**src/jsu_pkg.sv**
```systemverilog
// Shared types and constants for the JSON string unescaper.
// Used by jsu_front, jsu_queue, jsu_back and json_string_unescape_core.
package jsu_pkg;

  // Most results that one text byte can cause (three UTF-8 bytes plus end marker)
  localparam int RES_MAX = 4;

  // Result kinds
  typedef enum logic [1:0] {
    KIND_BYTE  = 2'd0,
    KIND_QUOTE = 2'd1,
    KIND_EOT   = 2'd2
  } kind_t;

  // One result beat
  typedef struct packed {
    logic [7:0] data;
    kind_t      kind;
  } res_t;

  // All results of one text byte, as one queue entry
  typedef struct packed {
    logic [2:0]              cnt;
    res_t [RES_MAX-1:0]      res;
  } list_t;

  // Characters with a meaning of their own
  localparam logic [7:0] CH_QUOTE  = 8'h22;
  localparam logic [7:0] CH_BSLASH = 8'h5C;
  localparam logic [7:0] CH_B      = 8'h62;
  localparam logic [7:0] CH_F      = 8'h66;
  localparam logic [7:0] CH_N      = 8'h6E;
  localparam logic [7:0] CH_R      = 8'h72;
  localparam logic [7:0] CH_T      = 8'h74;
  localparam logic [7:0] CH_U      = 8'h75;

  // Control bytes that the escapes stand for
  localparam logic [7:0] CTRL_BS = 8'h08;
  localparam logic [7:0] CTRL_FF = 8'h0C;
  localparam logic [7:0] CTRL_LF = 8'h0A;
  localparam logic [7:0] CTRL_CR = 8'h0D;
  localparam logic [7:0] CTRL_HT = 8'h09;

  // UTF-8 encoding limits and lead/continuation marks
  localparam logic [15:0] UTF8_MAX1 = 16'h007F;
  localparam logic [15:0] UTF8_MAX2 = 16'h07FF;
  localparam logic [7:0]  UTF8_LEAD2 = 8'hC0;
  localparam logic [7:0]  UTF8_LEAD3 = 8'hE0;
  localparam logic [7:0]  UTF8_CONT  = 8'h80;
  localparam logic [7:0]  UTF8_MASK  = 8'h3F;

endpackage

```
**src/jsu_front.sv**
```systemverilog
// Unescaper front end: string/escape/\u decoding, one byte step a cycle unless
// q_full. Replays the held \u bytes when text ends early. Depends on jsu_pkg.
module jsu_front (
  input  logic              clk,
  input  logic              rst_n,
  input  logic [7:0]        in_text_byte,
  input  logic              in_end_of_text,
  input  logic              in_push,
  output logic              in_full,
  input  logic              q_full,
  output logic              q_push,
  output jsu_pkg::list_t    q_data
);

  typedef enum logic [3:0] {
    MODE_OUT = 4'b0001,
    MODE_IN  = 4'b0010,
    MODE_ESC = 4'b0100,
    MODE_HEX = 4'b1000
  } mode_t;

  mode_t        mode_r, mode_nxt;
  logic [1:0]   hc_r, hc_nxt;
  logic [15:0]  cp_r, cp_nxt;
  logic         stop_r, stop_nxt;
  logic [7:0]   held_r [3];

  // replay of a cut-short \u group
  logic         replay_r;
  logic [7:0]   rq_r [3];
  logic [1:0]   rq_len_r;
  logic [1:0]   rq_idx_r;

  // results gathered over the replay steps
  logic [2:0]     acc_cnt_r;
  jsu_pkg::res_t  acc_res_r [jsu_pkg::RES_MAX];

  logic           step_en;
  logic [7:0]     b;
  logic           st_last;
  logic           restart;
  logic           held_we;
  logic           keep_acc;
  logic           hex_ok;
  logic [3:0]     hex_dig;
  logic [15:0]    cp_acc;
  logic [7:0]     esc_b;
  logic [2:0]     st_cnt;
  jsu_pkg::res_t  st_res [jsu_pkg::RES_MAX];
  logic [2:0]     mg_cnt;
  jsu_pkg::res_t  mg_res [jsu_pkg::RES_MAX];

  // input is held off while the queue is full or a replay runs
  assign in_full = q_full || replay_r;
  assign step_en = (replay_r || in_push) && !q_full;

  // byte of this step and whether it is the last of the text
  assign b       = replay_r ? rq_r[rq_idx_r] : in_text_byte;
  assign st_last = replay_r ? (rq_idx_r == (rq_len_r - 2'd1)) : in_end_of_text;

  // hex digit decode
  always_comb begin
    hex_ok  = 1'b1;
    hex_dig = 4'd0;
    if (b inside {[8'h30:8'h39]}) begin
      hex_dig = b[3:0];
    end else if (b inside {[8'h41:8'h46], [8'h61:8'h66]}) begin
      hex_dig = b[3:0] + 4'd9;
    end else begin
      hex_ok = 1'b0;
    end
  end

  assign cp_acc = (!stop_r && hex_ok) ? {cp_r[11:0], hex_dig} : cp_r;

  // escape letter to byte
  always_comb begin
    case (b)
      jsu_pkg::CH_B: esc_b = jsu_pkg::CTRL_BS;
      jsu_pkg::CH_F: esc_b = jsu_pkg::CTRL_FF;
      jsu_pkg::CH_N: esc_b = jsu_pkg::CTRL_LF;
      jsu_pkg::CH_R: esc_b = jsu_pkg::CTRL_CR;
      jsu_pkg::CH_T: esc_b = jsu_pkg::CTRL_HT;
      default:       esc_b = b;
    endcase
  end

  // one decode step
  always_comb begin
    mode_nxt = mode_r;
    hc_nxt   = hc_r;
    cp_nxt   = cp_r;
    stop_nxt = stop_r;
    held_we  = 1'b0;
    restart  = 1'b0;
    st_cnt   = 3'd0;
    for (int k = 0; k < jsu_pkg::RES_MAX; k++) begin
      st_res[k] = '{data: 8'h00, kind: jsu_pkg::KIND_BYTE};
    end
    case (mode_r)
      MODE_OUT: begin
        if (b == jsu_pkg::CH_QUOTE) mode_nxt = MODE_IN;
      end
      MODE_IN: begin
        if (b == jsu_pkg::CH_QUOTE) begin
          st_res[0] = '{data: 8'h00, kind: jsu_pkg::KIND_QUOTE};
          st_cnt    = 3'd1;
          mode_nxt  = MODE_OUT;
        end else if (b == jsu_pkg::CH_BSLASH) begin
          if (st_last) begin
            st_res[0] = '{data: b, kind: jsu_pkg::KIND_BYTE};
            st_cnt    = 3'd1;
          end else begin
            mode_nxt = MODE_ESC;
          end
        end else begin
          st_res[0] = '{data: b, kind: jsu_pkg::KIND_BYTE};
          st_cnt    = 3'd1;
        end
      end
      MODE_ESC: begin
        if (b == jsu_pkg::CH_U) begin
          mode_nxt = MODE_HEX;
          hc_nxt   = 2'd0;
          cp_nxt   = 16'h0000;
          stop_nxt = 1'b0;
        end else begin
          st_res[0] = '{data: esc_b, kind: jsu_pkg::KIND_BYTE};
          st_cnt    = 3'd1;
          mode_nxt  = MODE_IN;
        end
      end
      MODE_HEX: begin
        cp_nxt   = cp_acc;
        stop_nxt = stop_r || !hex_ok;
        if (hc_r == 2'd3) begin
          // code point to UTF-8
          if (cp_acc <= jsu_pkg::UTF8_MAX1) begin
            st_res[0] = '{data: cp_acc[7:0], kind: jsu_pkg::KIND_BYTE};
            st_cnt    = 3'd1;
          end else if (cp_acc <= jsu_pkg::UTF8_MAX2) begin
            st_res[0] = '{data: jsu_pkg::UTF8_LEAD2 | {3'b000, cp_acc[10:6]},
                          kind: jsu_pkg::KIND_BYTE};
            st_res[1] = '{data: jsu_pkg::UTF8_CONT | ({2'b00, cp_acc[5:0]} & jsu_pkg::UTF8_MASK),
                          kind: jsu_pkg::KIND_BYTE};
            st_cnt    = 3'd2;
          end else begin
            st_res[0] = '{data: jsu_pkg::UTF8_LEAD3 | {4'h0, cp_acc[15:12]},
                          kind: jsu_pkg::KIND_BYTE};
            st_res[1] = '{data: jsu_pkg::UTF8_CONT | ({2'b00, cp_acc[11:6]} & jsu_pkg::UTF8_MASK),
                          kind: jsu_pkg::KIND_BYTE};
            st_res[2] = '{data: jsu_pkg::UTF8_CONT | ({2'b00, cp_acc[5:0]} & jsu_pkg::UTF8_MASK),
                          kind: jsu_pkg::KIND_BYTE};
            st_cnt    = 3'd3;
          end
          mode_nxt = MODE_IN;
          hc_nxt   = 2'd0;
        end else if (st_last) begin
          restart = 1'b1;
        end else begin
          held_we = 1'b1;
          hc_nxt  = hc_r + 2'd1;
        end
      end
      default: mode_nxt = MODE_OUT;
    endcase

    // end of text closes everything
    if (st_last && !restart) begin
      if (mode_nxt != MODE_OUT) begin
        st_res[st_cnt[1:0]] = '{data: 8'h00, kind: jsu_pkg::KIND_EOT};
        st_cnt              = st_cnt + 3'd1;
      end
      mode_nxt = MODE_OUT;
      hc_nxt   = 2'd0;
      cp_nxt   = 16'h0000;
      stop_nxt = 1'b0;
    end

    // short \u group: start over inside the string on the held bytes
    if (restart) begin
      mode_nxt = MODE_IN;
      hc_nxt   = 2'd0;
      cp_nxt   = 16'h0000;
      stop_nxt = 1'b0;
    end
  end

  // append this step's results to those gathered so far
  always_comb begin
    for (int k = 0; k < jsu_pkg::RES_MAX; k++) begin
      if (3'(k) < acc_cnt_r) begin
        mg_res[k] = acc_res_r[k];
      end else begin
        mg_res[k] = st_res[2'(k) - acc_cnt_r[1:0]];
      end
    end
    mg_cnt = acc_cnt_r + st_cnt;
  end

  assign keep_acc = restart || (replay_r && !st_last);
  assign q_push   = step_en && !keep_acc && (mg_cnt != 3'd0);

  always_comb begin
    q_data.cnt = mg_cnt;
    for (int k = 0; k < jsu_pkg::RES_MAX; k++) begin
      q_data.res[k] = mg_res[k];
    end
  end

  // control state
  always_ff @(posedge clk) begin
    if (!rst_n) begin
      mode_r    <= MODE_OUT;
      hc_r      <= 2'd0;
      cp_r      <= 16'h0000;
      stop_r    <= 1'b0;
      replay_r  <= 1'b0;
      rq_len_r  <= 2'd0;
      rq_idx_r  <= 2'd0;
      acc_cnt_r <= 3'd0;
    end else if (step_en) begin
      mode_r    <= mode_nxt;
      hc_r      <= hc_nxt;
      cp_r      <= cp_nxt;
      stop_r    <= stop_nxt;
      acc_cnt_r <= keep_acc ? mg_cnt : 3'd0;
      if (restart) begin
        replay_r <= 1'b1;
        rq_idx_r <= 2'd0;
        rq_len_r <= hc_r + 2'd1;
      end else if (replay_r) begin
        if (st_last) replay_r <= 1'b0;
        else         rq_idx_r <= rq_idx_r + 2'd1;
      end
    end
  end

  // held bytes, replay bytes and gathered results
  always_ff @(posedge clk) begin
    if (step_en) begin
      if (held_we) held_r[hc_r] <= b;
      if (restart) begin
        for (int k = 0; k < 3; k++) begin
          rq_r[k] <= (2'(k) == hc_r) ? b : held_r[k];
        end
      end
      for (int k = 0; k < jsu_pkg::RES_MAX; k++) begin
        acc_res_r[k] <= mg_res[k];
      end
    end
  end

endmodule

```
**src/jsu_queue.sv**
```systemverilog
// Short queue of result lists between front and back end.
// Depends on jsu_pkg for the entry type.
module jsu_queue #(
  parameter int DEPTH = 4
) (
  input  logic            clk,
  input  logic            rst_n,
  input  logic            push,
  input  jsu_pkg::list_t  push_data,
  output logic            full,
  input  logic            pop,
  output jsu_pkg::list_t  pop_data,
  output logic            empty
);

  localparam int IDX_W = $clog2(DEPTH);
  localparam int CNT_W = $clog2(DEPTH + 1);

  jsu_pkg::list_t   mem_r [DEPTH];
  logic [IDX_W-1:0] wr_ptr_r, rd_ptr_r;
  logic [CNT_W-1:0] cnt_r;
  logic             do_push, do_pop;

  assign full     = (cnt_r == CNT_W'(DEPTH));
  assign empty    = (cnt_r == '0);
  assign pop_data = mem_r[rd_ptr_r];
  assign do_push  = push && !full;
  assign do_pop   = pop && !empty;

  // pointers and fill level
  always_ff @(posedge clk) begin
    if (!rst_n) begin
      wr_ptr_r <= '0;
      rd_ptr_r <= '0;
      cnt_r    <= '0;
    end else begin
      if (do_push) begin
        wr_ptr_r <= (wr_ptr_r == IDX_W'(DEPTH - 1)) ? '0 : wr_ptr_r + 1'b1;
      end
      if (do_pop) begin
        rd_ptr_r <= (rd_ptr_r == IDX_W'(DEPTH - 1)) ? '0 : rd_ptr_r + 1'b1;
      end
      if (do_push && !do_pop)      cnt_r <= cnt_r + 1'b1;
      else if (do_pop && !do_push) cnt_r <= cnt_r - 1'b1;
    end
  end

  // storage
  always_ff @(posedge clk) begin
    if (do_push) mem_r[wr_ptr_r] <= push_data;
  end

endmodule

```
**src/jsu_back.sv**
```systemverilog
// Back end: walks each queued result list and presents one beat at a time
// from an output register. Depends on jsu_pkg.
module jsu_back (
  input  logic            clk,
  input  logic            rst_n,
  input  jsu_pkg::list_t  q_data,
  input  logic            q_empty,
  output logic            q_pop,
  output logic            out_empty,
  input  logic            out_pop,
  output logic [7:0]      out_byte,
  output logic [1:0]      out_kind,
  output logic            out_run_last
);

  logic          valid_r;
  logic [7:0]    byte_r;
  logic [1:0]    kind_r;
  logic          last_r;
  logic [1:0]    idx_r;
  logic          load;
  logic          take;
  logic          at_end;
  jsu_pkg::res_t cur;

  // output register refills when empty or being taken
  assign load   = !valid_r || out_pop;
  assign take   = load && !q_empty;
  assign cur    = q_data.res[idx_r];
  assign at_end = (({1'b0, idx_r} + 3'd1) == q_data.cnt);
  assign q_pop  = take && at_end;

  assign out_empty    = !valid_r;
  assign out_byte     = byte_r;
  assign out_kind     = kind_r;
  assign out_run_last = last_r;

  // control
  always_ff @(posedge clk) begin
    if (!rst_n) begin
      valid_r <= 1'b0;
      idx_r   <= 2'd0;
    end else if (load) begin
      valid_r <= !q_empty;
      if (take) idx_r <= at_end ? 2'd0 : idx_r + 2'd1;
    end
  end

  // beat payload
  always_ff @(posedge clk) begin
    if (take) begin
      byte_r <= cur.data;
      kind_r <= cur.kind;
      last_r <= at_end;
    end
  end

endmodule

```
**src/json_string_unescape_core.sv**
```systemverilog
// JSON string unescaper. Results pass a burst-absorbing queue, then the output register.
// Throughput: one text byte per cycle while in_full is low; a byte with several results drains
// at one beat per cycle while out_pop is high, set by the single output register.
// A short \u group at end of text replays its bytes one per cycle unless q_full; input waits.
// Reset (synchronous, active low) returns to outside a string with queue and output empty.
module json_string_unescape_core #(
  parameter int QUEUE_DEPTH = 4
) (
  input  logic       clk,
  input  logic       rst_n,
  input  logic [7:0] in_text_byte,
  input  logic       in_end_of_text,
  input  logic       in_push,
  output logic       in_full,
  output logic [7:0] out_byte,
  output logic [1:0] out_kind,
  output logic       out_run_last,
  output logic       out_empty,
  input  logic       out_pop
);

  logic           q_push, q_full, q_pop, q_empty;
  jsu_pkg::list_t q_wdata, q_rdata;

  // decode
  jsu_front u_front (
    .clk            (clk),
    .rst_n          (rst_n),
    .in_text_byte   (in_text_byte),
    .in_end_of_text (in_end_of_text),
    .in_push        (in_push),
    .in_full        (in_full),
    .q_full         (q_full),
    .q_push         (q_push),
    .q_data         (q_wdata)
  );

  // decoupling queue
  jsu_queue #(
    .DEPTH (QUEUE_DEPTH)
  ) u_queue (
    .clk       (clk),
    .rst_n     (rst_n),
    .push      (q_push),
    .push_data (q_wdata),
    .full      (q_full),
    .pop       (q_pop),
    .pop_data  (q_rdata),
    .empty     (q_empty)
  );

  // result beats
  jsu_back u_back (
    .clk          (clk),
    .rst_n        (rst_n),
    .q_data       (q_rdata),
    .q_empty      (q_empty),
    .q_pop        (q_pop),
    .out_empty    (out_empty),
    .out_pop      (out_pop),
    .out_byte     (out_byte),
    .out_kind     (out_kind),
    .out_run_last (out_run_last)
  );

endmodule
```
**config.mk**
```make
export PLATFORM = sky130hd
export DESIGN_NAME = json_string_unescape_core
export DESIGN_NICKNAME = d
export VERILOG_FILES = /design/src/jsu_pkg.sv /design/src/jsu_front.sv /design/src/jsu_queue.sv /design/src/jsu_back.sv /design/src/json_string_unescape_core.sv
export SDC_FILE = /design/constraint.sdc
export NUM_CORES = 1
export LEC_CHECK = 0
export ABC_AREA = 1
export BUFFER_PORTS_ARGS = -buffer_cell sky130_fd_sc_hd__buf_2
export CORE_MARGIN = 1.5
export CORE_UTILIZATION = 45
export DETAILED_ROUTE_END_ITERATION = 6
export PLACE_DENSITY = 0.59
export RECOVER_POWER = 100
export SYNTH_ARGS = -nofsm -noshare
export SYNTH_HDL_FRONTEND = slang
export SYNTH_HIERARCHICAL = 1
export SYNTH_SLANG_ARGS = --single-unit
```
**constraint.sdc**
```tcl
create_clock -name clk -period 11.3 [get_ports clk]
set_clock_uncertainty 0.1 [all_clocks]
set_input_delay 1.13 -clock clk [delete_from_list [all_inputs] [get_ports clk]]
set_output_delay 1.13 -clock clk [all_outputs]
set_load 0.01 [all_outputs]
```
# ---- After elaboration in Yosys (flattened, before gate mapping)
# Memories as Yosys holds them, arrays and structs flattened. A register that Yosys moved wholly into a read port is not among the register bits.
# Cells that the tools add are included.
# Widths: inputs -> output; s select.
dict set report word_totals {
  register_bits 52
  mem_bits_rw 260
  input_bits 13
  out_inout_bits 13
  wordCells 238
  memories 4
}
dict set report classes {
  n_addsub 16
  magnitude_cmp 19
  n_eq_ne 24
  n_mux 108
  bitwise 8
  n_reduce_logical 43
}
# memory words width read_ports rd_clocked_by_memory_dff wr line_no
set memory_table {}
lappend memory_table {u_queue.mem_r 4 43 1 1 1 jsu_queue.sv:19} ;# jsu_pkg::list_t mem_r [DEPTH];
lappend memory_table {u_front.acc_res_r 4 10 4 0 4 jsu_front.sv:36} ;# jsu_pkg::res_t acc_res_r [jsu_pkg::RES_MAX];
lappend memory_table {u_front.held_r 3 8 3 0 1 jsu_front.sv:26} ;# logic [7:0] held_r [3];
lappend memory_table {u_front.rq_r 3 8 1 1 3 jsu_front.sv:30} ;# logic [7:0] rq_r [3];
# op n
set ops {}
lappend ops {{$mux 10} 20}
lappend ops {{$bmux 10 s2} 5}
lappend ops {{$mux 40} 2}
lappend ops {{$mux 16} 4}
lappend ops {{$eq 8x7->1 const B} 7}
lappend ops {{$mux 20} 2}
lappend ops {{$mux 4} 10}
lappend ops {{$pmux 8 s5} 1}
lappend ops {{$and 36x36->36} 1}
lappend ops {{$not 36->36} 1}
lappend ops {{$mux 8} 4}
lappend ops {{$pmux 16 s2} 1}
lappend ops {{$mux 2} 15}
lappend ops {{$mux 30} 1}
lappend ops {{$pmux 10 s3} 1}
lappend ops {{$mux 1} 28}
lappend ops {{$mux 3} 8}
lappend ops {{$demux 10 s2} 1}
lappend ops {{$mux 18} 1}
lappend ops {{$ge 8x7->1 const B} 2}
lappend ops {{$le 16x11->1 const B} 1}
lappend ops {{$le 16x7->1 const B} 1}
lappend ops {{$le 8x7->1 const B} 2}
lappend ops {{$logic_and 1x1->1} 16}
lappend ops {{other kinds (46)} 83}

# ---- Depth between registers and ports, before layout
dict set report depth {
  word_depth 26
  mapped_depth 44
}

# ---- Modules after synthesis
# Netlist, hierarchy kept.
# mod instances cells_each area_each_um2 seq_area_each_um2
set by_module_without_submodules {}
lappend by_module_without_submodules {jsu_front 1 844 6956.7 3303.2}
lappend by_module_without_submodules {jsu_queue 1 487 6852.8 5345.1}
lappend by_module_without_submodules {jsu_back 1 103 829.5 390.4}

# ---- Worst setup path after synthesis
# Ideal clock, no wire load.
dict set report synth_path {
  path_type {input to register}
  start {in in_text_byte[0]}
  end {mem u_queue/mem_r[0][0] (netlist bit), enable pin}
  t_arrival_ps 6681
  required_ps 10756
  slack_ps 4075
  path_stages 30
  n_path_buf 1
  cell_sequence {nand2_1 nand2_4 inv_1 ha_1 inv_1 nand2_1 nand2_1 nand2_2 nand3b_4 nand2_4 nand2_4 buf_6 nand2_1 o21ai_4 inv_2 nand3_4 nor2_2 nor2_2 nor3_2 inv_1 ha_1 nand2_1 o21ai_0 fa_1 xor2_1 xor2_1 o311ai_0 inv_1 nand2_1 nor2_1}
}
# element line_no
set synth_rtl {}
lappend synth_rtl {{start, declared} json_string_unescape_core.sv:11} ;# input logic [7:0] in_text_byte,
lappend synth_rtl {{end, declared} jsu_queue.sv:19}

==> run summary <==
Logic synthesis
* **flip-flop cell with the highest count after synthesis** edfxtp_1
* **post-synthesis cell count** 1434
* **mean instance size in the synthesized netlist** 10.2 um^2
* **area of the mapped netlist** 0.0146 mm^2
* **Synth async-reset ratio** 0%
* **post-synthesis register bit count** 316
* **fraction of the yosys area taken by sequential cells** 61.7%
* **count of flip-flops with a built-in enable after synthesis** 271
* **number of nets produced by synthesis** 1469
* **synthesis warning total** 6
* **Netlist cell types** 54

Drt
* **Final Routed Wirelength** 34.0 mm
* **antenna violation net count after detailed routing** 0
* **number of vias per cell** 5.33
* **average wire per standard cell** 17.7 um
* **total number of vias** 10.2k
* **first-pass detailed-route iteration total** 5
* **Remaining DRCs** 0
* **detailed router's first-iteration violation count** 837

Cells and area
* **post-route design area** 0.0161 mm^2
* **number of standard cells in the layout, taps in and fillers out** 1916
* **Fill cells** 2897
* **area overhead of the layout relative to synthesis** 10.3%
* **Post-layout nets** 1489
* **share of final-layout standard cells stronger than drive strength 1** 8.24%
* **number of diodes added for antenna fixing** 0
* **storage element area** 0.00904 mm^2
* **area of the multi-input gates** 0.00461 mm^2

Die
* **initial standard-cell utilization of the core** 46.0%
* **floorplan die height** 183 um
* **Die ar.** 0.0336 mm^2
* **number of I/O pins** 26
* **Row Count** 65
* **core region area** 0.0318 mm^2
* **die extent in x** 183 um

Critical path
* **largest incremental delay on the critical path** 630 ps
* **endpoint arrival time on the critical path** 8770 ps
* **largest fanout on the critical path** 21
* **start-to-end type of the worst setup path** reg -> reg
* **Worst Setup End Kind** flop
* **CP Buf/Inv Count** 8
* **highest-delay cell along the critical path** dfxtp_1
* **CP Launch Type** flop
* **Top cell by count, worst path** nand2_1
* **family with the most delay on the worst path** simple AND/OR/NAND/NOR gates
* **data required time at the worst endpoint** 11620 ps

Global route
* **peak-usage layer in the global routing report** met2
* **number of global-route vias before repair** 9698
* **wire length of the first global-routing pass** 54.2 mm
* **met2 capacity usage during global routing** 34.2%
* **grt met3 use** 2.82%
* **total gr overflow** 0
* **Overall Global Routing Usage** 20.8%
* **pin count of the biggest net entering global routing** 88
* **met1 routing resource usage after global routing** 29.2%
* **initial antenna violation count** 0

Power
* **static power due to leakage** 6.13 nW
* **worst-case vdd ir drop** 0.123 mV
* **power density normalized to cell area** 162 mW/mm^2

STA
* **Max transition margin** -68.6%
* **sum of negative setup slack** 0 ps
* **unrepaired setup endpoints after global routing** no
* **count of final max-slew check failures** 110
* **count of final hold-check violations** 0
* **endpoints failing setup** 0
* **actual slew at the worst max-slew pin** 2530 ps
* **final worst hold slack** 368 ps
* **final worst path period share** 74.7%
* **highest attainable clock frequency** 118 MHz
* **minimum clock period** 8450 ps

Clock network
* **clock insertion delay at the later pin of the skew report** 530 ps
* **clock tree from TritonCTS** built
* **Clock H-tree levels** 2
* **TritonCTS Sinks** 316
* **maximum number of buffers from clock root to sink** 3
* **number of resized instances in the post-cts repair step** 0
* **CTS Buf Count** 36
* **post-CTS clock slew at the launch and capture registers of the worst setup and hold paths** 60 ps
* **Post-CTS Setup Repair Bufs** 0
* **Clk Tree Root Cell** clkbuf_16
* **cts hold-fix bufs** 0

Placed design
* **number of input and output port buffers inserted** 25
* **total half-perimeter wirelength after legalization and detailed placement** 21.5 mm
* **routability congestion estimate from global placement** 0.897
* **post-place instance area** 0.0151 mm^2
* **number of placed cells counting well taps** 1851

Run status
* **violations in the final reports** capacitance limit, slew limit
* **outcome** finished, violations left

Job
* **Max Cap Viol** 3

Hold path
* **worst min-delay path class** reg -> reg

path summary, 6_finish.rpt:
kind                                 startpoint                            end  slack [ps]  cells past startpoint
setup / recovery  u_front/replay_r$_SDFFE_PN0P_  u_queue/cnt_r[1]$_SDFFE_PN0P_        2850                     35
hold / removal    u_front/cp_r[15]$_SDFFE_PN0P_  u_front/cp_r[15]$_SDFFE_PN0P_         370                      2
setup reg to reg  u_front/replay_r$_SDFFE_PN0P_  u_queue/cnt_r[1]$_SDFFE_PN0P_        2850                     35
hold reg to reg   u_front/cp_r[15]$_SDFFE_PN0P_  u_front/cp_r[15]$_SDFFE_PN0P_         370                      2
power by group:
part           leakage, nW  switching, mW  internal [mW]
Clock                0.589          0.473          0.722
Sequential            2.88         0.0113           1.29
Combinational         2.67         0.0895         0.0330
Total                 6.13          0.574           2.04
cell type report:
type,count,share of cell area (%)
Timing Repair Buffer,38,1.18
Clock buffer,44,5.90
Inverter,143,3.34
Multi-Input combinational cell,919,28.6
Tap cell,435,3.37
Sequential cell,316,56.0
Clock inverter,21,1.65
cells in the mapped netlist (5+ instances only):
cell	count	area, um^2
edfxtp_1	271	8140
nand2_1	249	935
nor2_1	191	717
o21ai_0	126	631
inv_1	122	458
a21oi_1	63	315
o22ai_1	55	344
nand3_1	54	270
dfxtp_1	45	901
o21ai_1	45	225
clkbuf_1	23	86.3
ha_1	20	250
inv_2	15	56.3
buf_2	12	60.1
nand4_1	12	75.1
nand2_2	11	68.8
nand2_4	10	113
buf_4	9	67.6
buf_6	9	101
nand3_2	8	80.1
nor2_2	6	37.5
nor3_1	6	30.0
clkinv_1	5	18.8
or2_1	5	31.3
state kept, by name, summed over array words and instances (netlist names), 3 cells and up, named ones only:
signal	flops
u_queue/cnt_r	3
u_front/mode_r	4
u_front/acc_cnt_r	3
u_front/held_r	24
u_front/acc_res_r	40
u_back/out_byte	8
u_queue/mem_r	172
u_front/cp_r	16
u_front/rq_r	24
layout by cell type, fill, tap and decap left out, types with 24 or more instances in the layout:
cell       Yosys  routed
inv_1        122     129
clkbuf_16      0      37
a21oi_1       63      68
nand3_1       54      56
o21ai_1       45      24
nor2_1       191     190
nand2_1      249     257
edfxtp_1     271     271
dfxtp_1       45      44
o22ai_1       55      55
clkbuf_1      23      25
o21ai_0      126     151
layer usage:
| layer | routed length, um | part of all wire (%) | vias up |
|---|---|---|---|
| met4 | 483 | 1.4 | 0 |
| met5 | 0 | 0 | - |
| met2 | 15900 | 47 | 245 |
| met1 | 15900 | 47 | 4939 |
| met3 | 1730 | 5.1 | 38 |
| li1 | - | - | 4991 |
worst min-delay path: stages, from the launching register on:
cell and delay [ps]:
dfxtp_1 310, nand2_1 60, a21oi_1 50
cells by family (layout without fill, tap and decap cells):
group | after synthesis | in the layout | synth area share [%]
mux | 3 | 3 | 0.205
flops | 316 | 316 | 61.7
buf+inv | 199 | 246 | 5.91
compound gates | 319 | 319 | 12.3
simple gates | 569 | 569 | 17.5
fa+ha+maj | 22 | 22 | 1.98
xor+xnor | 6 | 6 | 0.359
metrics by stage:
step	worst slack [ps]	total power, mW	util [%]
finish	2850	2.61	50.8
global route	1930	2.70	50.8
CTS	4420	2.65	51.4
detailed placement	4130	1.45	47.5
global placement	4350	1.45	47.5
floorplan	4070	1.41	-
(Power assumes the default switching activity.)
